## config.mk

```make
export PLATFORM = sky130hd
export DESIGN_NAME = pooled_linked_list_engine_unit
export DESIGN_NICKNAME = d
export VERILOG_FILES = /design/src/plle_pkg.sv /design/src/plle_ram.sv /design/src/plle_front.sv /design/src/plle_back.sv /design/src/pooled_linked_list_engine_unit.sv
export VERILOG_INCLUDE_DIRS = /design/src /design/src/src
export SDC_FILE = /design/constraint.sdc
export NUM_CORES = 1
export LEC_CHECK = 0
export ABC_CLOCK_PERIOD_IN_PS = 5200
export BUFFER_PORTS_ARGS = -buffer_cell sky130_fd_sc_hd__buf_2
export CORE_AREA = 2 2 205 359
export DETAILED_ROUTE_END_ITERATION = 12
export DIE_AREA = 0 0 207 361
export GPL_TIMING_DRIVEN = 0
export PLACE_DENSITY_LB_ADDON = 0.2
export RECOVER_POWER = 50
export SKIP_CTS_REPAIR_TIMING = 1
export SLEW_MARGIN = 0
export SYNTH_ARGS = -nofsm -noshare
export SYNTH_HDL_FRONTEND = slang
export SYNTH_SLANG_ARGS = --single-unit
export TNS_END_PERCENT = 100
```

## constraint.sdc

```tcl
create_clock -name clock -period 5.2 [get_ports clock]
set_input_delay 0 -clock clock [delete_from_list [all_inputs] [get_ports clock]]
set_output_delay 0 -clock clock [all_outputs]
set_load 0.01 [all_outputs]
```

## src/assert_macros.svh

```systemverilog
// Assertion helper macros shared by the linked-list engine modules.
`ifndef ASSERT_MACROS_SVH
`define ASSERT_MACROS_SVH

// Check that cons holds in the same cycle as ante.
`define PLLE_ASSERT_SAME(label, clk, rst, ante, cons, msg) \
   label: assert property (@(posedge clk) disable iff (rst) (ante) |-> (cons)) \
      else $error(msg);

// Check that cons holds in the cycle after ante.
`define PLLE_ASSERT_NEXT(label, clk, rst, ante, cons, msg) \
   label: assert property (@(posedge clk) disable iff (rst) (ante) |=> (cons)) \
      else $error(msg);

`endif

```

## src/plle_pkg.sv

```systemverilog
// Shared types and codes of the pooled linked-list engine.
`timescale 1ns / 1ps
`default_nettype none
package plle_pkg;

   localparam int REQ_TDATA_W = 40;
   localparam int RSP_TDATA_W = 40;
   localparam int RSP_PAD_W   = 2;

   localparam int HEAD_NODE   = 0;
   localparam int TAIL_NODE   = 1;
   localparam int FIRST_FREE  = 2;

   localparam logic [1:0] OP_PUSH_BACK = 2'd0;
   localparam logic [1:0] OP_INSERT    = 2'd1;
   localparam logic [1:0] OP_REMOVE    = 2'd2;
   localparam logic [1:0] OP_DUMP      = 2'd3;

   localparam logic [1:0] ST_OK        = 2'd0;
   localparam logic [1:0] ST_FULL      = 2'd1;
   localparam logic [1:0] ST_RANGE     = 2'd2;
   localparam logic [1:0] ST_EMPTY     = 2'd3;

   typedef enum logic [3:0] {
      KIND_PUSH   = 4'b0001,
      KIND_INSERT = 4'b0010,
      KIND_REMOVE = 4'b0100,
      KIND_DUMP   = 4'b1000
   } kind_type;

   typedef struct packed {
      kind_type           kind;
      logic signed [31:0] value;
      logic [3:0]         position;
   } cmd_type;

   typedef struct packed {
      logic [1:0]         status;
      logic signed [31:0] element;
      logic [3:0]         element_count;
      logic               last;
   } rsp_type;

endpackage
`default_nettype wire

```

## src/plle_ram.sv

```systemverilog
// Generic single-write, single-read RAM with registered read data.
`timescale 1ns / 1ps
`default_nettype none
module plle_ram #(
   parameter int WIDTH = 8,
   parameter int DEPTH = 16
) (
   input  wire logic                     clock,
   input  wire logic                     wr_en,
   input  wire logic [$clog2(DEPTH)-1:0] wr_addr,
   input  wire logic [WIDTH-1:0]         wr_data,
   input  wire logic [$clog2(DEPTH)-1:0] rd_addr,
   output logic      [WIDTH-1:0]         rd_data
);

   logic [WIDTH-1:0] mem_ff [DEPTH];
   logic [WIDTH-1:0] rd_data_ff;

   always_ff @(posedge clock) begin
      if (wr_en) begin
         mem_ff[wr_addr] <= wr_data;
      end
      rd_data_ff <= mem_ff[rd_addr];
   end

   assign rd_data = rd_data_ff;

endmodule
`default_nettype wire

```

## src/plle_front.sv

```systemverilog
// Front end: accept request beats, classify the opcode, queue commands.
`timescale 1ns / 1ps
`default_nettype none
`include "assert_macros.svh"
module plle_front
   import plle_pkg::*;
(
   input  wire logic                   clock,
   input  wire logic                   reset,
   input  wire logic                   enable,
   input  wire logic                   req_tvalid,
   output logic                        req_tready,
   input  wire logic [REQ_TDATA_W-1:0] req_tdata,
   output logic                        q_valid,
   output cmd_type                     q_cmd,
   input  wire logic                   q_pop
);

   localparam int QD  = 2;
   localparam int QAW = $clog2(QD);

   cmd_type        slot_ff [QD];
   logic [QAW-1:0] wptr_ff, wptr_in;
   logic [QAW-1:0] rptr_ff, rptr_in;
   logic [QAW:0]   count_ff, count_in;
   logic           push;
   cmd_type        cmd;

   // Classify the opcode into a one-hot command kind.
   always_comb begin
      cmd.value    = req_tdata[33:2];
      cmd.position = req_tdata[37:34];
      case (req_tdata[1:0])
         OP_PUSH_BACK: cmd.kind = KIND_PUSH;
         OP_INSERT:    cmd.kind = KIND_INSERT;
         OP_REMOVE:    cmd.kind = KIND_REMOVE;
         OP_DUMP:      cmd.kind = KIND_DUMP;
         default:      cmd.kind = KIND_DUMP;
      endcase
   end

   assign req_tready = enable && (count_ff != (QAW+1)'(QD));
   assign push       = req_tvalid && req_tready;
   assign q_valid    = (count_ff != '0);
   assign q_cmd      = slot_ff[rptr_ff];

   always_comb begin
      wptr_in  = push  ? QAW'(wptr_ff + 1'b1) : wptr_ff;
      rptr_in  = q_pop ? QAW'(rptr_ff + 1'b1) : rptr_ff;
      count_in = count_ff;
      if (push && !q_pop) begin
         count_in = count_ff + 1'b1;
      end else if (!push && q_pop) begin
         count_in = count_ff - 1'b1;
      end
   end

   always_ff @(posedge clock) begin
      if (reset) begin
         wptr_ff  <= '0;
         rptr_ff  <= '0;
         count_ff <= '0;
      end else begin
         wptr_ff  <= wptr_in;
         rptr_ff  <= rptr_in;
         count_ff <= count_in;
      end
   end

   always_ff @(posedge clock) begin
      if (push) begin
         slot_ff[wptr_ff] <= cmd;
      end
   end

   `PLLE_ASSERT_SAME(a_count_bound, clock, reset, 1'b1, count_ff <= (QAW+1)'(QD), "queue overfilled")
   `PLLE_ASSERT_NEXT(a_count_up, clock, reset, push && !q_pop, count_ff == $past(count_ff) + 1'b1, "queue count did not rise")
   `PLLE_ASSERT_NEXT(a_count_down, clock, reset, q_pop && !push, count_ff == $past(count_ff) - 1'b1, "queue count did not fall")

endmodule
`default_nettype wire

```

## src/plle_back.sv

```systemverilog
// Back end: link walker, free-node scan, list update and dump sequencer.
`timescale 1ns / 1ps
`default_nettype none
`include "assert_macros.svh"
module plle_back
   import plle_pkg::*;
#(
   parameter int POOL_NODES = 16
) (
   input  wire logic    clock,
   input  wire logic    reset,
   input  wire logic    q_valid,
   input  wire cmd_type q_cmd,
   output logic         q_pop,
   output logic         clearing,
   output logic         rsp_tvalid,
   input  wire logic    rsp_tready,
   output rsp_type      rsp
);

   localparam int IDXW = $clog2(POOL_NODES);
   localparam int MW   = IDXW + 1;
   localparam int CMPW = (IDXW > 4) ? IDXW : 4;

   typedef enum logic [7:0] {
      S_CLEAR = 8'b00000001,
      S_IDLE  = 8'b00000010,
      S_WALK  = 8'b00000100,
      S_SCAN  = 8'b00001000,
      S_LINK  = 8'b00010000,
      S_FREE  = 8'b00100000,
      S_DUMP  = 8'b01000000,
      S_RESP  = 8'b10000000
   } state_type;

   state_type       state_ff, state_in;
   logic [IDXW-1:0] len_ff, len_in;
   logic [IDXW-1:0] cur_ff, cur_in;
   logic [IDXW-1:0] prv_ff, prv_in;
   logic [IDXW-1:0] nxt_ff, nxt_in;
   logic [IDXW-1:0] fre_ff, fre_in;
   logic [IDXW-1:0] rem_ff, rem_in;
   logic [IDXW-1:0] sc_ff, sc_in;
   logic [1:0]      st_ff, st_in;
   cmd_type         cmd_ff, cmd_in;
   rsp_type         rsp_ff, rsp_in;
   logic            rsp_valid_ff, rsp_valid_in;

   logic            mw_en;
   logic [IDXW-1:0] mw_addr;
   logic [MW-1:0]   mw_data;
   logic [MW-1:0]   mrd_data;
   logic            vw_en;
   logic [31:0]     vrd_data;
   logic [IDXW-1:0] ra;
   logic [IDXW-1:0] mrd_link;
   logic            mrd_busy;
   logic            out_free;
   logic            full;
   logic [CMPW-1:0] pos_x;
   logic [CMPW-1:0] len_x;

   // Link word per node: busy flag above the index of the next node.
   plle_ram #(.WIDTH(MW), .DEPTH(POOL_NODES)) u_link_ram (
      .clock   (clock),
      .wr_en   (mw_en),
      .wr_addr (mw_addr),
      .wr_data (mw_data),
      .rd_addr (ra),
      .rd_data (mrd_data)
   );

   plle_ram #(.WIDTH(32), .DEPTH(POOL_NODES)) u_value_ram (
      .clock   (clock),
      .wr_en   (vw_en),
      .wr_addr (sc_ff),
      .wr_data (cmd_ff.value),
      .rd_addr (ra),
      .rd_data (vrd_data)
   );

   assign mrd_link   = mrd_data[IDXW-1:0];
   assign mrd_busy   = mrd_data[IDXW];
   assign out_free   = !rsp_valid_ff || rsp_tready;
   assign full       = (len_ff == IDXW'(POOL_NODES - 2));
   assign pos_x      = CMPW'(q_cmd.position);
   assign len_x      = CMPW'(len_ff);
   assign clearing   = (state_ff == S_CLEAR);
   assign rsp_tvalid = rsp_valid_ff;
   assign rsp        = rsp_ff;

   always_comb begin
      state_in     = state_ff;
      len_in       = len_ff;
      cur_in       = cur_ff;
      prv_in       = prv_ff;
      nxt_in       = nxt_ff;
      fre_in       = fre_ff;
      rem_in       = rem_ff;
      sc_in        = sc_ff;
      st_in        = st_ff;
      cmd_in       = cmd_ff;
      rsp_in       = rsp_ff;
      rsp_valid_in = rsp_valid_ff && !rsp_tready;
      mw_en        = 1'b0;
      mw_addr      = cur_ff;
      mw_data      = '0;
      vw_en        = 1'b0;
      ra           = cur_ff;
      q_pop        = 1'b0;

      case (state_ff)
         S_CLEAR: begin
            // Initialize one link word per cycle: head points at tail.
            mw_en   = 1'b1;
            mw_addr = sc_ff;
            if (sc_ff == IDXW'(HEAD_NODE)) begin
               mw_data = {1'b1, IDXW'(TAIL_NODE)};
            end else if (sc_ff == IDXW'(TAIL_NODE)) begin
               mw_data = {1'b1, IDXW'(0)};
            end
            if (sc_ff == IDXW'(POOL_NODES - 1)) begin
               sc_in    = '0;
               state_in = S_IDLE;
            end else begin
               sc_in = sc_ff + 1'b1;
            end
         end
         S_IDLE: begin
            ra     = IDXW'(HEAD_NODE);
            cur_in = IDXW'(HEAD_NODE);
            prv_in = IDXW'(HEAD_NODE);
            if (q_valid) begin
               q_pop    = 1'b1;
               cmd_in   = q_cmd;
               state_in = S_WALK;
               case (q_cmd.kind)
                  KIND_PUSH: begin
                     rem_in = len_ff;
                     if (full) begin
                        st_in    = ST_FULL;
                        state_in = S_RESP;
                     end
                  end
                  KIND_INSERT: begin
                     rem_in = IDXW'(pos_x);
                     if (pos_x > len_x) begin
                        st_in    = ST_RANGE;
                        state_in = S_RESP;
                     end else if (full) begin
                        st_in    = ST_FULL;
                        state_in = S_RESP;
                     end
                  end
                  KIND_REMOVE: begin
                     // Walk one past the predecessor to land on the victim.
                     rem_in = IDXW'(pos_x + CMPW'(1));
                     if (pos_x >= len_x) begin
                        st_in    = ST_RANGE;
                        state_in = S_RESP;
                     end
                  end
                  KIND_DUMP: begin
                     rem_in = '0;
                     if (len_ff == '0) begin
                        st_in    = ST_EMPTY;
                        state_in = S_RESP;
                     end
                  end
                  default: begin
                     st_in    = ST_OK;
                     state_in = S_RESP;
                  end
               endcase
            end
         end
         S_WALK: begin
            // Read data holds the link word of cur_ff.
            if (rem_ff != '0) begin
               prv_in = cur_ff;
               cur_in = mrd_link;
               ra     = mrd_link;
               rem_in = rem_ff - 1'b1;
            end else if (cmd_ff.kind inside {KIND_PUSH, KIND_INSERT}) begin
               nxt_in   = mrd_link;
               sc_in    = IDXW'(FIRST_FREE);
               ra       = IDXW'(FIRST_FREE);
               state_in = S_SCAN;
            end else if (cmd_ff.kind == KIND_REMOVE) begin
               mw_en    = 1'b1;
               mw_addr  = prv_ff;
               mw_data  = {1'b1, mrd_link};
               state_in = S_FREE;
            end else begin
               cur_in   = mrd_link;
               ra       = mrd_link;
               rem_in   = len_ff - 1'b1;
               state_in = S_DUMP;
            end
         end
         S_SCAN: begin
            if (!mrd_busy) begin
               mw_en    = 1'b1;
               mw_addr  = sc_ff;
               mw_data  = {1'b1, nxt_ff};
               vw_en    = 1'b1;
               fre_in   = sc_ff;
               state_in = S_LINK;
            end else begin
               sc_in = sc_ff + 1'b1;
               ra    = sc_ff + 1'b1;
            end
         end
         S_LINK: begin
            mw_en    = 1'b1;
            mw_addr  = cur_ff;
            mw_data  = {1'b1, fre_ff};
            len_in   = len_ff + 1'b1;
            st_in    = ST_OK;
            state_in = S_RESP;
         end
         S_FREE: begin
            mw_en    = 1'b1;
            mw_addr  = cur_ff;
            mw_data  = '0;
            len_in   = len_ff - 1'b1;
            st_in    = ST_OK;
            state_in = S_RESP;
         end
         S_RESP: begin
            if (out_free) begin
               rsp_valid_in         = 1'b1;
               rsp_in.status        = st_ff;
               rsp_in.element       = '0;
               rsp_in.element_count = len_x[3:0];
               rsp_in.last          = 1'b1;
               state_in             = S_IDLE;
            end
         end
         S_DUMP: begin
            // On a stall keep re-reading cur_ff so the read data holds.
            if (out_free) begin
               rsp_valid_in         = 1'b1;
               rsp_in.status        = ST_OK;
               rsp_in.element       = vrd_data;
               rsp_in.element_count = len_x[3:0];
               rsp_in.last          = (rem_ff == '0);
               if (rem_ff == '0) begin
                  state_in = S_IDLE;
               end else begin
                  cur_in = mrd_link;
                  ra     = mrd_link;
                  rem_in = rem_ff - 1'b1;
               end
            end
         end
         default: begin
            state_in = S_IDLE;
         end
      endcase
   end

   always_ff @(posedge clock) begin
      if (reset) begin
         state_ff     <= S_CLEAR;
         len_ff       <= '0;
         sc_ff        <= '0;
         rsp_valid_ff <= 1'b0;
      end else begin
         state_ff     <= state_in;
         len_ff       <= len_in;
         sc_ff        <= sc_in;
         rsp_valid_ff <= rsp_valid_in;
      end
   end

   always_ff @(posedge clock) begin
      cur_ff <= cur_in;
      prv_ff <= prv_in;
      nxt_ff <= nxt_in;
      fre_ff <= fre_in;
      rem_ff <= rem_in;
      st_ff  <= st_in;
      cmd_ff <= cmd_in;
      rsp_ff <= rsp_in;
   end

   `PLLE_ASSERT_SAME(a_len_bound, clock, reset, 1'b1, len_ff <= IDXW'(POOL_NODES - 2), "list longer than pool allows")
   `PLLE_ASSERT_NEXT(a_link_grows, clock, reset, state_ff == S_LINK, len_ff == $past(len_ff) + 1'b1, "insert did not grow list")
   `PLLE_ASSERT_SAME(a_pop_idle, clock, reset, q_pop, state_ff == S_IDLE, "command taken while busy")

endmodule
`default_nettype wire

```

## src/pooled_linked_list_engine_unit.sv

```systemverilog
// Top level of the pooled linked-list engine.
// The engine keeps an ordered list of signed 32-bit values in a pool of
// POOL_NODES nodes; nodes 0 and 1 are permanent head and tail sentinels, so
// the list holds at most POOL_NODES-2 elements. Each request beat carries
// opcode, value and position: push back, insert after position (0 is the
// front, position may equal the count), remove at position, or dump. Push,
// insert and remove answer with one beat; dump answers with one beat per
// element in list order (tlast on the final one), or a single list-empty beat.
// After reset a clearing pass initializes every link word; no request is taken
// during it. An accepted beat is registered in the command queue, then the
// sequencer works on it one state per cycle while its result is not stalled:
// push back and insert walk p links from the head (the count for push back,
// the position for insert), skip the busy nodes while looking for the lowest
// free node, then link the new node and answer; remove walks p = position + 1
// links, then unlinks and frees the node; a request rejected for range or a
// full pool, or a dump of an empty list, is answered without a walk. The walk
// and the scan share the single read port of the link memory, one node per
// cycle. A dump walks from the head to the first node, then streams one
// element per cycle. A stalled result holds the sequencer until the beat
// leaves. A two-entry command queue in front and a result register at the
// output let requests and results flow independently of the sequencer.
`timescale 1ns / 1ps
`default_nettype none
module pooled_linked_list_engine_unit
   import plle_pkg::*;
#(
   parameter int POOL_NODES = 16
) (
   input  wire logic                   clock,
   input  wire logic                   reset,
   input  wire logic                   req_tvalid,
   output logic                        req_tready,
   // opcode[1:0], value[33:2], position[37:34], zero pad[39:38]
   input  wire logic [REQ_TDATA_W-1:0] req_tdata,
   output logic                        rsp_tvalid,
   input  wire logic                   rsp_tready,
   // status[1:0], element[33:2], element_count[37:34], zero pad[39:38]
   output logic [RSP_TDATA_W-1:0]      rsp_tdata,
   output logic                        rsp_tlast
);

   logic    q_valid;
   logic    q_pop;
   cmd_type q_cmd;
   logic    clearing;
   rsp_type rsp;

   // Accept beats and classify them; hold off while the pool is initialized.
   plle_front u_front (
      .clock      (clock),
      .reset      (reset),
      .enable     (!clearing),
      .req_tvalid (req_tvalid),
      .req_tready (req_tready),
      .req_tdata  (req_tdata),
      .q_valid    (q_valid),
      .q_cmd      (q_cmd),
      .q_pop      (q_pop)
   );

   // Walk the links, update the pool and produce result beats.
   plle_back #(.POOL_NODES(POOL_NODES)) u_back (
      .clock      (clock),
      .reset      (reset),
      .q_valid    (q_valid),
      .q_cmd      (q_cmd),
      .q_pop      (q_pop),
      .clearing   (clearing),
      .rsp_tvalid (rsp_tvalid),
      .rsp_tready (rsp_tready),
      .rsp        (rsp)
   );

   // Pack the result fields, lowest field first.
   assign rsp_tdata = {{RSP_PAD_W{1'b0}}, rsp.element_count, rsp.element, rsp.status};
   assign rsp_tlast = rsp.last;

endmodule
`default_nettype wire
```

==> impl_metrics.json <==
{
  "status": "finished with violations",
  "violations": "max-capacitance violations, max-slew violations",
  "cts_root_buffer": "clkbuf_16",
  "gp_congestion": 0.859,
  "synth-seq-cells": 828,
  "die_w_um": 207,
  "period_share_pct": 89.9,
  "path_clk_slew_ps": 70,
  "syn_area_per_cell_um2": 17.5,
  "grt.total_usage_pct": 20.9,
  "yosysSeqAreaShare_pct": 75.7,
  "die_area_um2": 74700,
  "rsz0062_at_grt": "no",
  "routed_wl_um": 79400,
  "tritoncts": "built",
  "fin_skew_ps": 25.0,
  "setup-violations-final": 0,
  "die_h_um": 361,
  "core_um2": 71600,
  "htree_levels": 3,
  "leakage_nw": 12.5,
  "synthArstFlopShare_pct": 0,
  "synthCells": 1829,
  "first_global_vias": 17314,
  "cp_data_required_time_ps": 5690,
  "viasPerCell": 5.64,
  "grt_max_degree": 29,
  "max-slew-margin-rel_pct": -59.2,
  "cts_max_path_buffers": 3,
  "critPathLaunchType": "flip-flop",
  "powerDensity_nw_per_um2": 437,
  "ys.flop_type": "edfxtp_1",
  "hpwl_um": 51500,
  "cp_slowest_cell": "clkbuf_1",
  "hold_viol_final": 0,
  "fin_total_pwr_w": 0.0161,
  "post-route-drc-count": 0,
  "worstSkewPairLatency_ps": 630,
  "route.vias.total": 17137,
  "antenna_found_initial": 0,
  "fp-row-count": 130,
  "final_core_util_pct": 51.5,
  "diodes": 0,
  "final_nets": 2116,
  "firstDrtPassIters": 5,
  "cap_violations": 3,
  "grt-ovfl-total": 0,
  "cts_sinks": 828,
  "ant_nets": 0,
  "r2r.worst_path.cells": 13,
  "arrival_ps": 5160,
  "crit_path_frequent_cell": "clkbuf_1",
  "syn2layout_area_growth_pct": 14.9,
  "finalCriticalPeriod_ps": 4670,
  "layout-drive-gt1-share_pct": 15.9,
  "timing.hold.ws_ps": 95.5,
  "worst_slew_pin_slew_ps": 2380,
  "cts_buffers": 75,
  "max-vdd-ir-drop_uv": 274,
  "syn_area_um2": 32100,
  "path_class": "reg -> reg",
  "maxSlewViolCount": 45,
  "tns_ps": 0,
  "path_cells": "inv_1 -> ha_1 -> or3b_1 -> clkbuf_1 -> nor4_1 -> a21oi_1 -> nand3_1 -> a221o_1 -> buf_2 -> clkbuf_1 -> mux2_2 -> a22o_1 -> or4_1",
  "hold_path_depth": 2,
  "initial_core_util_pct": 44.8,
  "worstPathMaxFanout": 10,
  "io_pins": 87,
  "wire_per_inst_um": 26.1,
  "ys_types": 75,
  "portBuffers": 82,
  "drt-initial-drc-count": 1265,
  "placed_area_um2": 34100,
  "yosys_warnings": 0,
  "postLayoutCellArea_um2": 36900,
  "hp-class": "in -> reg",
  "synth_edf_count": 769,
  "crit_path_end_kind": "flip-flop",
  "critPathMaxStageDelay_ps": 750,
  "fmax_ghz": 0.214,
  "grt_pass1_wl_um": 114000
}
-- cells by family (layout without fill, tap and decap cells) --
logic type	count (synthesis)	count (layout)	synth area share [%]
other cells	1	2	0.0117
fa+ha+maj	15	15	0.585
mux	338	338	11.0
compound gates	242	242	5.24
xor+xnor	14	14	0.382
simple gates	281	281	5.17
flops	828	828	75.7
buf+inv	110	397	1.93
-- sequential cells by signal, summed over array words and instances (netlist names), 2 cells and up, named ones only --
| name | cells |
|---|---|
| u_back.len_ff | 4 |
| u_back.fre_ff | 4 |
| u_back.u_value_ram.rd_data | 32 |
| u_back.rem_ff | 4 |
| u_back.state_ff | 8 |
| u_back.prv_ff | 4 |
| u_back.cmd_ff | 36 |
| u_back.sc_ff | 4 |
| u_back.rsp | 39 |
| u_back.u_link_ram.mem_ff | 80 |
| u_back.nxt_ff | 4 |
| u_back.st_ff | 2 |
| u_back.cur_ff | 4 |
| u_front.count_ff | 2 |
| u_back.u_link_ram.rd_data | 5 |
| u_back.u_value_ram.mem_ff | 512 |
| u_front.slot_ff | 80 |
-- worst max-delay path: cells and delay by family (launching register included) --
kind                     cells  cell delay (ps)
AO/OA/AOI/OAI                3              570
adder cells (fa/ha/maj)      1              170
buffers and inverters        4             1380
flip-flops                   1              410
multiplexers                 1              420
AND/OR/NAND/NOR              4             1570
-- Yosys cell counts, drive strengths merged, types with 4 or more instances --
library cell,number,area [um^2]
nand4,4,25.0
a22oi,7,52.6
and2,49,307
or4b,6,63.8
ha,15,188
o21ai,15,75.1
nor2,54,203
mux2,109,1230
a21boi,4,33.8
and3,7,43.8
nor3b,6,45.0
o22ai,115,726
xor2,5,43.8
nand3,19,110
buf,69,464
nor3,12,76.3
edfxtp,769,23100
a22o,39,342
or3,10,62.6
nand2b,6,37.5
nand2,39,146
inv,22,82.6
clkbuf,19,71.3
dfxtp,59,1180
or4,38,285
a21oi,31,159
xnor2,9,78.8
a31oi,6,37.5
nor2b,5,31.3
mux2i,229,2290
nor4,8,71.3
-- worst paths after layout --
| check | start | endpoint | slack [ps] |
|---|---|---|---|
| max | u_back.rem_ff[0] | u_back.u_value_ram.rd_data[23] | 530 |
| min | req_tdata[36] | u_front.slot_ff[1][2] | 100 |
| max reg2reg | u_back.rem_ff[0] | u_back.u_value_ram.rd_data[23] | 530 |
| min reg2reg | u_back.sc_ff[3] | u_back.fre_ff[3] | 490 |
-- area by class of cell --
type	count	area, um^2
Tap cell	924	1160
Multi-Input combinational cell	892	7180
Buffer	88	528
Fill cell	5870	34700
Timing Repair Buffer	150	1150
Inverter	22	82.6
Sequential cell	828	24300
Clock buffer	92	2020
Clock inverter	45	462
-- report_power, final --
part           total [W]  internal, W  switching [W]  leakage [nW]
Sequential       0.00807      0.00786       0.000214          7.40
Combinational    0.00243     0.000881        0.00155          3.84
Clock            0.00561      0.00319        0.00242          1.22
-- layout by cell type (no fill, tap or decap), types with 19 or more instances in the layout --
cell / instances
edfxtp_1: 769
mux2i_1: 229
clkbuf_1: 117
o22ai_1: 114
mux2_2: 97
clkbuf_16: 76
dfxtp_1: 59
nor2_1: 54
dlygate4sd3_1: 42
buf_2: 40
nand2_1: 39
a22o_1: 39
or4_1: 38
and2_1: 34
a21oi_1: 30
inv_1: 22
buf_12: 19
-- through the flow --
| stage | worst slack [ps] | cells |
|---|---|---|
| CTS | 687 | 2999 |
| global route | 376 | 3041 |
| detailed placement | 697 | 2862 |
| finish | 527 | 3041 |
| global placement | -4480 | 2836 |
| floorplan | 414 | 1830 |
-- routing by layer --
metal  vias to the layer above  track usage [%]  routed length, um
met4                         0             8.31               2870
met2                       520             39.0              42800
met1                      8769             24.0              30100
met5                         -                0                  0
li1                       7697                -                  -
met3                       151             2.85               3640
Power figures use the tool's default switching activity.
